<file path="src/sv/stc_pkg.sv">
`timescale 1ns / 1ps

package stc_pkg;

   localparam int OFFSET_BITS = 24;
   localparam int LINE_BITS   = 20;
   localparam int COLUMN_BITS = 16;

   localparam int KIND_BITS   = 4;
   localparam int START_BITS  = 24;
   localparam int LENGTH_BITS = 16;
   localparam int TLINE_BITS  = 20;
   localparam int TCOL_BITS   = 16;

   localparam int CHAR_BITS     = 8;
   localparam int RSP_USED_BITS = START_BITS + LENGTH_BITS + TLINE_BITS + TCOL_BITS;
   localparam int RSP_DATA_BITS = ((RSP_USED_BITS + 7) / 8) * 8;
   localparam int RSP_PAD_BITS  = RSP_DATA_BITS - RSP_USED_BITS;

   localparam logic [KIND_BITS-1:0] KIND_END       = 4'd0;
   localparam logic [KIND_BITS-1:0] KIND_IDENT     = 4'd1;
   localparam logic [KIND_BITS-1:0] KIND_NUMBER    = 4'd2;
   localparam logic [KIND_BITS-1:0] KIND_STRING    = 4'd3;
   localparam logic [KIND_BITS-1:0] KIND_PLUS      = 4'd4;
   localparam logic [KIND_BITS-1:0] KIND_MINUS     = 4'd5;
   localparam logic [KIND_BITS-1:0] KIND_EQUALS    = 4'd6;
   localparam logic [KIND_BITS-1:0] KIND_SEMICOLON = 4'd7;
   localparam logic [KIND_BITS-1:0] KIND_LPAREN    = 4'd8;
   localparam logic [KIND_BITS-1:0] KIND_RPAREN    = 4'd9;
   localparam logic [KIND_BITS-1:0] KIND_ERROR     = 4'd10;

   typedef struct packed {
      logic [KIND_BITS-1:0]   kind;
      logic [START_BITS-1:0]  start;
      logic [LENGTH_BITS-1:0] length;
      logic [TLINE_BITS-1:0]  line;
      logic [TCOL_BITS-1:0]   column;
   } lexeme_type;

   typedef struct packed {
      logic [2:0]            valid;
      lexeme_type [2:0]      tok;
   } bundle_type;

endpackage

</file>
<file path="src/sv/stc_scan.sv">
`timescale 1ns / 1ps

module stc_scan (
   input  logic                          clock,
   input  logic                          reset,
   input  logic                          fire,
   input  logic [stc_pkg::CHAR_BITS-1:0] char_code,
   input  logic                          end_of_source,
   output stc_pkg::bundle_type           bundle
);
   import stc_pkg::*;

   localparam logic [2:0] MODE_IDLE   = 3'd0;
   localparam logic [2:0] MODE_IDENT  = 3'd1;
   localparam logic [2:0] MODE_INT    = 3'd2;
   localparam logic [2:0] MODE_DOT    = 3'd3;
   localparam logic [2:0] MODE_FRAC   = 3'd4;
   localparam logic [2:0] MODE_STRING = 3'd5;

   localparam logic [CHAR_BITS-1:0] CH_SPACE = 8'h20;
   localparam logic [CHAR_BITS-1:0] CH_TAB   = 8'h09;
   localparam logic [CHAR_BITS-1:0] CH_CR    = 8'h0D;
   localparam logic [CHAR_BITS-1:0] CH_LF    = 8'h0A;
   localparam logic [CHAR_BITS-1:0] CH_PLUS  = 8'h2B;
   localparam logic [CHAR_BITS-1:0] CH_MINUS = 8'h2D;
   localparam logic [CHAR_BITS-1:0] CH_EQ    = 8'h3D;
   localparam logic [CHAR_BITS-1:0] CH_SEMI  = 8'h3B;
   localparam logic [CHAR_BITS-1:0] CH_LPAR  = 8'h28;
   localparam logic [CHAR_BITS-1:0] CH_RPAR  = 8'h29;
   localparam logic [CHAR_BITS-1:0] CH_QUOTE = 8'h22;
   localparam logic [CHAR_BITS-1:0] CH_DOT   = 8'h2E;
   localparam logic [CHAR_BITS-1:0] CH_UNDER = 8'h5F;

   function automatic logic ident_head(input logic [CHAR_BITS-1:0] c);
      return (c >= 8'h61 && c <= 8'h7A) || (c >= 8'h41 && c <= 8'h5A) || c == CH_UNDER;
   endfunction

   function automatic logic decimal_digit(input logic [CHAR_BITS-1:0] c);
      return c >= 8'h30 && c <= 8'h39;
   endfunction

   logic [2:0]             mode_ff, mode_in;
   logic [OFFSET_BITS-1:0] offset_ff, offset_in;
   logic [OFFSET_BITS-1:0] begin_ff, begin_in;
   logic [LINE_BITS-1:0]   line_ff, line_in;
   logic [COLUMN_BITS-1:0] column_ff, column_in;
   logic [COLUMN_BITS-1:0] bcol_ff, bcol_in;
   logic [LENGTH_BITS-1:0] len_ff, len_in;

   logic [LENGTH_BITS-1:0] len_inc;
   logic [LENGTH_BITS:0]   len_add2;
   logic [LENGTH_BITS-1:0] len_inc2;
   logic [OFFSET_BITS-1:0] offset_adv;
   logic [LINE_BITS-1:0]   line_adv;
   logic [COLUMN_BITS-1:0] column_adv;

   logic                   st_ws;
   logic                   st_emit;
   logic [KIND_BITS-1:0]   st_kind;
   logic [2:0]             st_mode;

   logic                   do_start;
   logic                   p_valid;
   logic [KIND_BITS-1:0]   p_kind;
   logic [LENGTH_BITS-1:0] p_len;
   logic                   d_valid;
   logic                   s_valid;
   lexeme_type             p_tok;
   lexeme_type             d_tok;
   lexeme_type             s_tok;

   assign len_inc    = (&len_ff) ? len_ff : len_ff + 1'b1;
   assign len_add2   = {1'b0, len_ff} + (LENGTH_BITS + 1)'(2);
   assign len_inc2   = len_add2[LENGTH_BITS] ? '1 : len_add2[LENGTH_BITS-1:0];
   assign offset_adv = (&offset_ff) ? offset_ff : offset_ff + 1'b1;

   always_comb begin
      if (char_code == CH_LF) begin
         line_adv   = (&line_ff) ? line_ff : line_ff + 1'b1;
         column_adv = COLUMN_BITS'(1);
      end else begin
         line_adv   = line_ff;
         column_adv = (&column_ff) ? column_ff : column_ff + 1'b1;
      end
   end

   always_comb begin
      st_ws   = 1'b0;
      st_emit = 1'b1;
      st_kind = KIND_ERROR;
      st_mode = MODE_IDLE;
      unique case (char_code) inside
         CH_SPACE, CH_TAB, CH_CR, CH_LF: begin
            st_ws   = 1'b1;
            st_emit = 1'b0;
         end
         CH_PLUS:  st_kind = KIND_PLUS;
         CH_MINUS: st_kind = KIND_MINUS;
         CH_EQ:    st_kind = KIND_EQUALS;
         CH_SEMI:  st_kind = KIND_SEMICOLON;
         CH_LPAR:  st_kind = KIND_LPAREN;
         CH_RPAR:  st_kind = KIND_RPAREN;
         CH_QUOTE: begin
            st_emit = 1'b0;
            st_mode = MODE_STRING;
         end
         default: begin
            if (ident_head(char_code)) begin
               st_emit = 1'b0;
               st_mode = MODE_IDENT;
            end else if (decimal_digit(char_code)) begin
               st_emit = 1'b0;
               st_mode = MODE_INT;
            end
         end
      endcase
   end

   always_comb begin
      mode_in   = mode_ff;
      offset_in = offset_ff;
      begin_in  = begin_ff;
      line_in   = line_ff;
      column_in = column_ff;
      bcol_in   = bcol_ff;
      len_in    = len_ff;
      do_start  = 1'b0;
      p_valid   = 1'b0;
      p_kind    = KIND_ERROR;
      p_len     = len_ff;
      d_valid   = 1'b0;
      s_valid   = 1'b0;
      s_tok.kind   = st_kind;
      s_tok.start  = START_BITS'(offset_ff);
      s_tok.length = LENGTH_BITS'(1);
      s_tok.line   = TLINE_BITS'(line_ff);
      s_tok.column = TCOL_BITS'(column_ff);
      if (fire) begin
         if (end_of_source) begin
            mode_in = MODE_IDLE;
            unique case (mode_ff) inside
               MODE_IDENT: begin
                  p_valid = 1'b1;
                  p_kind  = KIND_IDENT;
               end
               MODE_INT, MODE_FRAC: begin
                  p_valid = 1'b1;
                  p_kind  = KIND_NUMBER;
               end
               MODE_DOT: begin
                  p_valid = 1'b1;
                  p_kind  = KIND_NUMBER;
                  d_valid = 1'b1;
               end
               MODE_STRING: begin
                  p_valid = 1'b1;
                  p_kind  = KIND_ERROR;
               end
               default: ;
            endcase
            s_valid      = 1'b1;
            s_tok.kind   = KIND_END;
            s_tok.length = '0;
         end else begin
            offset_in = offset_adv;
            line_in   = line_adv;
            column_in = column_adv;
            unique case (mode_ff)
               MODE_IDENT: begin
                  if (ident_head(char_code) || decimal_digit(char_code)) begin
                     len_in = len_inc;
                  end else begin
                     p_valid  = 1'b1;
                     p_kind   = KIND_IDENT;
                     do_start = 1'b1;
                  end
               end
               MODE_INT: begin
                  if (decimal_digit(char_code)) begin
                     len_in = len_inc;
                  end else if (char_code == CH_DOT) begin
                     mode_in = MODE_DOT;
                  end else begin
                     p_valid  = 1'b1;
                     p_kind   = KIND_NUMBER;
                     do_start = 1'b1;
                  end
               end
               MODE_DOT: begin
                  if (decimal_digit(char_code)) begin
                     len_in  = len_inc2;
                     mode_in = MODE_FRAC;
                  end else begin
                     p_valid  = 1'b1;
                     p_kind   = KIND_NUMBER;
                     d_valid  = 1'b1;
                     do_start = 1'b1;
                  end
               end
               MODE_FRAC: begin
                  if (decimal_digit(char_code)) begin
                     len_in = len_inc;
                  end else begin
                     p_valid  = 1'b1;
                     p_kind   = KIND_NUMBER;
                     do_start = 1'b1;
                  end
               end
               MODE_STRING: begin
                  if (char_code == CH_QUOTE) begin
                     len_in  = len_inc;
                     p_valid = 1'b1;
                     p_kind  = KIND_STRING;
                     p_len   = len_inc;
                     mode_in = MODE_IDLE;
                  end else if (char_code == CH_LF) begin
                     p_valid  = 1'b1;
                     p_kind   = KIND_ERROR;
                     do_start = 1'b1;
                  end else begin
                     len_in = len_inc;
                  end
               end
               default: do_start = 1'b1;
            endcase
            if (do_start) begin
               mode_in = st_mode;
               s_valid = st_emit;
               if (!st_ws) begin
                  begin_in = offset_ff;
                  bcol_in  = column_ff;
                  len_in   = LENGTH_BITS'(1);
               end
            end
         end
      end
   end

   always_comb begin
      p_tok.kind   = p_kind;
      p_tok.start  = START_BITS'(begin_ff);
      p_tok.length = p_len;
      p_tok.line   = TLINE_BITS'(line_ff);
      p_tok.column = TCOL_BITS'(bcol_ff);
      d_tok.kind   = KIND_ERROR;
      d_tok.start  = START_BITS'(offset_ff - 1'b1);
      d_tok.length = LENGTH_BITS'(1);
      d_tok.line   = TLINE_BITS'(line_ff);
      d_tok.column = TCOL_BITS'(column_ff - 1'b1);
   end

   assign bundle.valid = {s_valid, d_valid, p_valid};
   assign bundle.tok   = {s_tok, d_tok, p_tok};

   always_ff @(posedge clock) begin
      if (reset) begin
         mode_ff   <= MODE_IDLE;
         offset_ff <= '0;
         begin_ff  <= '0;
         line_ff   <= LINE_BITS'(1);
         column_ff <= COLUMN_BITS'(1);
         bcol_ff   <= COLUMN_BITS'(1);
         len_ff    <= '0;
      end else begin
         mode_ff   <= mode_in;
         offset_ff <= offset_in;
         begin_ff  <= begin_in;
         line_ff   <= line_in;
         column_ff <= column_in;
         bcol_ff   <= bcol_in;
         len_ff    <= len_in;
      end
   end

`ifndef SYNTHESIS
   a_eos_idle: assert property (@(posedge clock) disable iff (reset)
      fire && end_of_source |=> mode_ff == MODE_IDLE)
      else $error("Scan mode is not idle after end of source.");

   a_dot_offset: assert property (@(posedge clock) disable iff (reset)
      mode_ff == MODE_DOT |-> offset_ff != '0)
      else $error("Pending dot with a zero byte offset.");

   a_hold: assert property (@(posedge clock) disable iff (reset)
      !fire && !reset |=> $stable(offset_ff) && $stable(mode_ff) && $stable(len_ff))
      else $error("Scanner state moved without a beat.");
`endif

endmodule

</file>
<file path="src/sv/stc_emit.sv">
`timescale 1ns / 1ps

module stc_emit (
   input  logic                clock,
   input  logic                reset,
   input  logic                load,
   input  stc_pkg::bundle_type bundle,
   input  logic                out_ready,
   output logic                out_valid,
   output stc_pkg::lexeme_type out_token,
   output logic                out_last,
   output logic                free
);
   import stc_pkg::*;

   logic [2:0]       mask_ff, mask_in;
   lexeme_type [2:0] tok_ff;
   logic [2:0]       mask_rest;

   assign mask_rest = mask_ff & (mask_ff - 3'd1);
   assign out_valid = mask_ff != '0;
   assign out_last  = out_valid && (mask_rest == '0);
   assign free      = !out_valid || (out_ready && out_last);

   always_comb begin
      if (mask_ff[0]) begin
         out_token = tok_ff[0];
      end else if (mask_ff[1]) begin
         out_token = tok_ff[1];
      end else begin
         out_token = tok_ff[2];
      end
   end

   always_comb begin
      mask_in = mask_ff;
      if (load) begin
         mask_in = bundle.valid;
      end else if (out_valid && out_ready) begin
         mask_in = mask_rest;
      end
   end

   always_ff @(posedge clock) begin
      if (reset) begin
         mask_ff <= '0;
      end else begin
         mask_ff <= mask_in;
      end
   end

   always_ff @(posedge clock) begin
      if (load) begin
         tok_ff <= bundle.tok;
      end
   end

`ifndef SYNTHESIS
   a_drain: assert property (@(posedge clock) disable iff (reset)
      out_valid && out_ready && !out_last && !load |=> out_valid)
      else $error("Tokens of a run were dropped.");

   a_no_overwrite: assert property (@(posedge clock) disable iff (reset)
      load |-> free)
      else $error("Result register loaded while tokens still wait.");
`endif

endmodule

</file>
<file path="src/sv/source_char_tokenizer_top.sv">
`timescale 1ns / 1ps

// Source text tokenizer. The request channel takes one source byte per beat
// in req_tdata, with req_tlast marking end of source (the byte is then
// ignored). The response channel gives one token per beat: its kind in
// rsp_tuser, its position fields in rsp_tdata, and rsp_tlast on the final
// token caused by one request beat. A byte may cause no token, or up to
// three when a pending dot after a number is settled by end of source or by
// a byte that is not a digit.
// A beat is held in an input register, scanned, and its tokens land in a result
// register; the first token is presented once the beat has passed through both
// registers. One byte is taken every cycle as long as each byte gives at most one
// token and the receiver is ready; a byte that gives two or three tokens holds the
// next byte in the input register while the result register drains.
// If the receiver stalls, the result register and then the input register
// hold their contents and req_tready falls; nothing is dropped.
// Reset restarts the scan between tokens with offset zero, line one and
// column one, and empties both registers.

module source_char_tokenizer_top (
   input  logic                              clock,
   input  logic                              reset,
   input  logic                              req_tvalid,
   output logic                              req_tready,
   // char_code [7:0]
   input  logic [stc_pkg::CHAR_BITS-1:0]     req_tdata,
   input  logic                              req_tlast,
   output logic                              rsp_tvalid,
   input  logic                              rsp_tready,
   // token_start [23:0], token_length [39:24], token_line [59:40],
   // token_column [75:60], zero fill above
   output logic [stc_pkg::RSP_DATA_BITS-1:0] rsp_tdata,
   // token_kind [3:0]
   output logic [stc_pkg::KIND_BITS-1:0]     rsp_tuser,
   output logic                              rsp_tlast
);
   import stc_pkg::*;

   logic                 in_valid_ff, in_valid_in;
   logic [CHAR_BITS-1:0] char_ff;
   logic                 eos_ff;
   logic                 bundle_free;
   logic                 scan_fire;
   logic                 req_beat;
   bundle_type           bundle;
   lexeme_type           rsp_token;

   assign scan_fire  = in_valid_ff && bundle_free;
   assign req_tready = !in_valid_ff || bundle_free;
   assign req_beat   = req_tvalid && req_tready;

   always_comb begin
      in_valid_in = in_valid_ff;
      if (req_beat) begin
         in_valid_in = 1'b1;
      end else if (scan_fire) begin
         in_valid_in = 1'b0;
      end
   end

   always_ff @(posedge clock) begin
      if (reset) begin
         in_valid_ff <= 1'b0;
      end else begin
         in_valid_ff <= in_valid_in;
      end
   end

   always_ff @(posedge clock) begin
      if (req_beat) begin
         char_ff <= req_tdata;
         eos_ff  <= req_tlast;
      end
   end

   stc_scan u_scan (
      .clock         (clock),
      .reset         (reset),
      .fire          (scan_fire),
      .char_code     (char_ff),
      .end_of_source (eos_ff),
      .bundle        (bundle)
   );

   stc_emit u_emit (
      .clock     (clock),
      .reset     (reset),
      .load      (scan_fire),
      .bundle    (bundle),
      .out_ready (rsp_tready),
      .out_valid (rsp_tvalid),
      .out_token (rsp_token),
      .out_last  (rsp_tlast),
      .free      (bundle_free)
   );

   assign rsp_tuser = rsp_token.kind;
   assign rsp_tdata = {{RSP_PAD_BITS{1'b0}}, rsp_token.column, rsp_token.line,
                       rsp_token.length, rsp_token.start};

`ifndef SYNTHESIS
   a_input_held: assert property (@(posedge clock) disable iff (reset)
      in_valid_ff && !bundle_free |=> in_valid_ff)
      else $error("Request beat lost while the result register was full.");

   a_end_token: assert property (@(posedge clock) disable iff (reset)
      scan_fire && eos_ff |=> rsp_tvalid)
      else $error("End of source gave no token.");
`endif

endmodule

</file>
<file path="config.mk">
export PLATFORM = sky130hd
export DESIGN_NAME = source_char_tokenizer_top
export DESIGN_NICKNAME = d
export VERILOG_FILES = /design/src/sv/stc_pkg.sv /design/src/sv/stc_scan.sv /design/src/sv/stc_emit.sv /design/src/sv/source_char_tokenizer_top.sv
export SDC_FILE = /design/constraint.sdc
export NUM_CORES = 1
export LEC_CHECK = 0
export ABC_CLOCK_PERIOD_IN_PS = 9400
export BUFFER_PORTS_ARGS = -buffer_cell sky130_fd_sc_hd__buf_2
export CORE_UTILIZATION = 64
export CTS_BUF_LIST = sky130_fd_sc_hd__clkbuf_8
export DETAILED_ROUTE_END_ITERATION = 12
export PLACE_DENSITY = 0.94
export SYNTH_ARGS = -nofsm -noshare
export SYNTH_HDL_FRONTEND = slang
export SYNTH_HIERARCHICAL = 1
export SYNTH_SLANG_ARGS = --single-unit
</file>
<file path="constraint.sdc">
create_clock -name clock -period 9.4 [get_ports clock]
set_clock_uncertainty 0.15 [all_clocks]
set_input_delay 1.88 -clock clock [delete_from_list [all_inputs] [get_ports clock]]
set_output_delay 1.88 -clock clock [all_outputs]
set_load 0.1 [all_outputs]
</file>
# Word-level counts from Yosys, hierarchy flattened
# Cells that the tools add are included.
# classes
n_addsub	8
n_reduce_logical	38
bitwise_logic	5
n_eq_ne	23
n_lt_le_gt_ge	6
mux	62
# op_table
cell	n
16-bit 2-to-1 mux	14
80-bit 2-to-1 mux	2
8-bit by 6-bit == test with 1-bit output, second input constant	9
16-bit one-hot mux with 4 select lines	1
16-bit by 1-bit adder with 16-bit output, second input constant	2
16-bit AND reduction	2
3-bit 2-to-1 mux	9
24-bit by 1-bit adder with 24-bit output, second input constant	1
8-bit by 4-bit == test with 1-bit output, second input constant	3
4-bit 2-to-1 mux	6
4-bit one-hot mux with 6 select lines	1
24-bit AND reduction	1
24-bit by 1-bit subtractor with 24-bit output, second input constant	1
1-bit 2-to-1 mux	21
20-bit by 1-bit adder with 20-bit output, second input constant	1
20-bit AND reduction	1
16-bit by 2-bit adder with 17-bit output, second input constant	1
8-bit by 7-bit >= comparator with 1-bit output, second input constant	2
8-bit by 7-bit less-or-equal comparator with 1-bit output, second input constant	2
4-bit != test, second input constant	4
4-bit one-hot mux with 4 select lines	1
16-bit by 1-bit subtractor with 16-bit output, second input constant	1
10-bit OR reduction	1
5-bit OR reduction	2
31 further kinds	53
# totals
elab_cells	164
inputBits	13
ff_bits	312

# Logic depth before layout (Yosys ltp)
# logic_depth
word_depth	12
ltp_mapped	13
depth_no_buf	10

# Cells and area by module
# Netlist, hierarchy kept.
# by_module_without_submodules
module	cells_per_inst	area_each_um2	instances
stc_emit	529	9066.2	1
stc_scan	1043	7948.9	1
source_char_tokenizer_top	20	366.6	1

# Worst setup path before layout
# No wires, ideal clock.
# synth_timing
path_type	input -> register
from	input rsp_tready
to	register u_emit/tok_ff[45] (netlist bit) (data pin)
n_path_buf	1
arrival_time_ns	6.862
slack_ns	2.120
t_required_ns	8.982
path_stages	11
setup_ns	0.268
path_cell_list	inv_1 -> maj3_2 -> o21ai_1 -> and2_2 -> nand2b_1 -> clkbuf_1 -> a211o_1 -> or3_1 -> nor2_1 -> nand2_1 -> xnor2_1
# synth_lines
item	line	rtl
start: declaration	source_char_tokenizer_top.sv:29	input logic rsp_tready,
end signal: assignment	stc_emit.sv:54	tok_ff <= bundle.tok;
end: declaration	stc_emit.sv:17	lexeme_type [2:0] tok_ff;

# Final worst setup path
# layout_timing
from	register u_emit.mask_ff[1]
to	output rsp_tdata[23] (netlist bit)
# layout_between
elab_chain_len	2
# layout_rtl
item	line	rtl
start: declaration	stc_emit.sv:16	logic [2:0] mask_ff, mask_in;
start signal: assignment	stc_emit.sv:48	mask_ff <= mask_in;
80-bit 2-to-1 mux	stc_emit.sv:28	end else if (mask_ff[1]) begin
80-bit 2-to-1 mux	stc_emit.sv:26	if (mask_ff[0]) begin
end: declaration	source_char_tokenizer_top.sv:32	output logic [stc_pkg::RSP_DATA_BITS-1:0] rsp_tdata,
# Every way passes these cells.

==> impl_metrics.py <==
metrics = {
    "outcome": {
        "run_status": "complete, no violations",
    },
    "floorplanning": {
        "design.die.area_um2": 27800,
        "core_area_um2": 26400,
        "floorplan.initialDensity_pct": 66.0,
        "ios": 100,
        "row_count": 59,
        "die_h_um": 167,
        "die-width_um": 167,
    },
    "yosys": {
        "synth.ff_latch_count": 372,
        "synthFlopType": "sky130_fd_sc_hd__edfxtp_1",
        "synth.yosys.seq_area_share_pct": 57.2,
        "synthesis.yosys.warnings": 6,
        "synth-edff-count": 249,
        "netlist-cell-type-count": 78,
        "synthArstFlopShare_pct": 0,
        "netlist_instances": 1592,
        "synth.largest_area_cell": "sky130_fd_sc_hd__edfxtp_1",
        "synthTopCellsByArea": "sky130_fd_sc_hd__edfxtp_1 (43%), sky130_fd_sc_hd__dfxtp_1 (14%), sky130_fd_sc_hd__mux2i_1 (7.1%)",
        "postSynthAreaPerCell_um2": 10.9,
        "synthDominantCellAreaShare_pct": 43.0,
        "syn-cell-area_um2": 17400,
    },
    "clocking": {
        "clk_path_buf_depth": 3,
        "clk_root_buffer_cell": "sky130_fd_sc_hd__clkbuf_8",
        "cts_tree": "done",
        "clk_pin_slew_worst_paths_ns": 0.06,
        "cts_setup_buffers": 0,
        "ctsResizeCount": 0,
        "post_cts_hold_buffer_count": 0,
        "clock-sinks": 372,
        "clock_buffers_created_by_tritoncts": 57,
        "clock_insertion_delay_worst_skew_ns": 0.62,
        "cts_max_level": 2,
    },
    "critical_path": {
        "critPathRequiredTime_ns": 7.37,
        "critPathArrivalTime_ns": 3.27,
        "crit_path_end_kind": "primary output",
        "rr_worst_depth": 10,
        "timing.critical_path.fanout_max": 45,
        "worstSetupStartpointType": "register",
        "criticalPathCategory": "register to primary output",
    },
    "global_route": {
        "antenna_violations_before_repair": 1,
        "globalRoute.totalOverflow": 0,
        "grt_start_max_net_pins": 92,
        "globalRouteTotalUtil_pct": 26.4,
        "grt_pass1_wl_mm": 58.9,
        "first_global_vias": 11600,
    },
    "drt": {
        "routed_wl_mm": 36.6,
        "num_vias": 11800,
        "drt_drc_violations_left": 0,
        "wire_per_inst_um": 18.4,
        "post_drt_via_cell_ratio": 5.91,
        "drt_iter0_drc": 1209,
        "ant_nets": 0,
        "first_pass_iters": 5,
    },
    "placement": {
        "io_buffers": 95,
        "gpl.final_weighted_congestion": 0.886,
        "placement.cell_area_um2": 17300,
        "hpwl_mm": 23.1,
        "place_inst": 1882,
        "place_ws_ns": 3.71,
    },
    "sta": {
        "timing.slew.headroom_pct": 21.0,
        "finalHoldWorstSlack_ns": 0.271,
        "fmaxAchievable_mhz": 189,
        "post-route-worst-setup-slack_ns": 4.10,
        "timing.final.max_slew_violations": 0,
        "finalSetupTns_ns": 0,
        "final_min_period_over_clock_period_pct": 56.4,
        "rsz0062_at_grt": "no",
        "finalWorstPathRequiredPeriod_ns": 5.30,
        "report.final.hold_viol_count": 0,
        "setup_viol": 0,
        "worst_pin_slew_ns": 1.17,
    },
    "cells_and_area": {
        "drive_gt1_share_pct": 12.3,
        "finish.utilization_pct": 70.1,
        "area_growth_pct": 6.32,
        "most-common-layout-cells": "sky130_fd_sc_hd__edfxtp_1 (249), sky130_fd_sc_hd__nand2_1 (170), sky130_fd_sc_hd__nor2_1 (144)",
        "finish.cell_count_without_fillers": 1991,
        "stdcell_area_um2": 18500,
        "seqCellArea_um2": 9950,
        "nNetsFinal": 1626,
        "mostFrequentLayoutCell": "sky130_fd_sc_hd__edfxtp_1",
        "footprint_of_the_multi_input_gates_um2": 6310,
        "number_of_fillers_in_the_final_layout": 1796,
    },
    "min_path": {
        "type_of_the_worst_min_delay_path": "register to register",
        "min_delay_path_depth": 0,
    },
    "job": {
        "max-cap-violations": 0,
    },
    "power": {
        "irDropWorstVdd_uv": 161,
        "power_density_nw_per_um2": 178,
        "design_power_total_mw": 3.28,
        "power_leakage_nw": 6.45,
    },
}
[flip-flops by register name, indices dropped and copies added (netlist names)]
register	flops
u_scan/len_ff	16
in_valid_ff	1
u_scan/mode_ff	3
u_scan/begin_ff	24
char_ff	8
u_emit/tok_ff	240
u_scan/line_ff	20
eos_ff	1
u_scan/offset_ff	24
u_scan/column_ff	16
u_emit/mask_ff	3
u_scan/bcol_ff	16
[cell families (layout without fill, tap and decap cells)]
kind of cell               Yosys count  after routing  synth area share, %
muxes                              125            125                 7.21
and+or+nand+nor                    525            525                 14.5
buffers and inverters              221            247                 7.34
adders and majority gates            8              8                0.569
DFF                                372            372                 57.2
AOI/OAI and AO/OA                  243            243                 8.34
other                                3             41               0.0648
xor gates and xnor gates            95             95                 4.79
[routing by layer]
layer / up-vias / part of all wire (%) / track usage (%)
li1: 5588 / - / -
met1: 5634 / 40 / 32.9
met2: 469 / 50 / 46.3
met5: - / 0 / 0
met4: 0 / 2.8 / 9.66
met3: 83 / 6.9 / 4.54
[final cells by class]
| class | count | area share (%) |
|---|---|---|
| sequential | 372 | 53.8 |
| multi-input combinational | 1036 | 34.1 |
| clock buffer | 62 | 4.62 |
| timing repair buffer | 104 | 2.94 |
| tap | 335 | 2.27 |
| clock inverter | 46 | 1.50 |
| inverter | 35 | 0.711 |
| antenna | 1 | 0.0135 |
[cells in the mapped netlist, types with 10 or more instances]
master and count:
sky130_fd_sc_hd__xnor2_1 49, sky130_fd_sc_hd__nand2_1 170, sky130_fd_sc_hd__dfxtp_1 123, sky130_fd_sc_hd__inv_1 35, sky130_fd_sc_hd__o21ai_1 44, sky130_fd_sc_hd__buf_6 10, sky130_fd_sc_hd__a21oi_1 42, sky130_fd_sc_hd__nand2b_1 12
sky130_fd_sc_hd__edfxtp_1 249, sky130_fd_sc_hd__o21ai_0 77, sky130_fd_sc_hd__xor2_1 46, sky130_fd_sc_hd__clkbuf_1 70, sky130_fd_sc_hd__nor3_1 38, sky130_fd_sc_hd__buf_4 89, sky130_fd_sc_hd__and4_1 10, sky130_fd_sc_hd__nor2_1 144
sky130_fd_sc_hd__nand4_1 23, sky130_fd_sc_hd__buf_2 12, sky130_fd_sc_hd__nand3_1 42, sky130_fd_sc_hd__or3_1 23, sky130_fd_sc_hd__mux2i_1 123
[worst paths after layout]
kind / endpoint / slack [ns] / startpoint
max: rsp_tdata[23] / 4.10 / u_emit/mask_ff[1]
min: u_emit/tok_ff[73] / 0.27 / u_scan/begin_ff[21]
max reg2reg: u_scan/len_ff[1] / 4.47 / u_emit/mask_ff[0]
min reg2reg: u_emit/tok_ff[73] / 0.27 / u_scan/begin_ff[21]
[worst max-delay path: stages, from the launching register on]
cell and delay [ns]:
sky130_fd_sc_hd__dfxtp_4 0.83, sky130_fd_sc_hd__buf_4 0.78, sky130_fd_sc_hd__mux2i_1 0.16, sky130_fd_sc_hd__o21ai_0 0.36, sky130_fd_sc_hd__buf_2 0.50
[power by group]
group	internal, mW	switching (mW)	leakage [nW]
clock network	0.692	0.617	0.666
registers	1.78	0.0170	3.47
logic	0.0337	0.145	2.32
(Power assumes the default switching activity.)
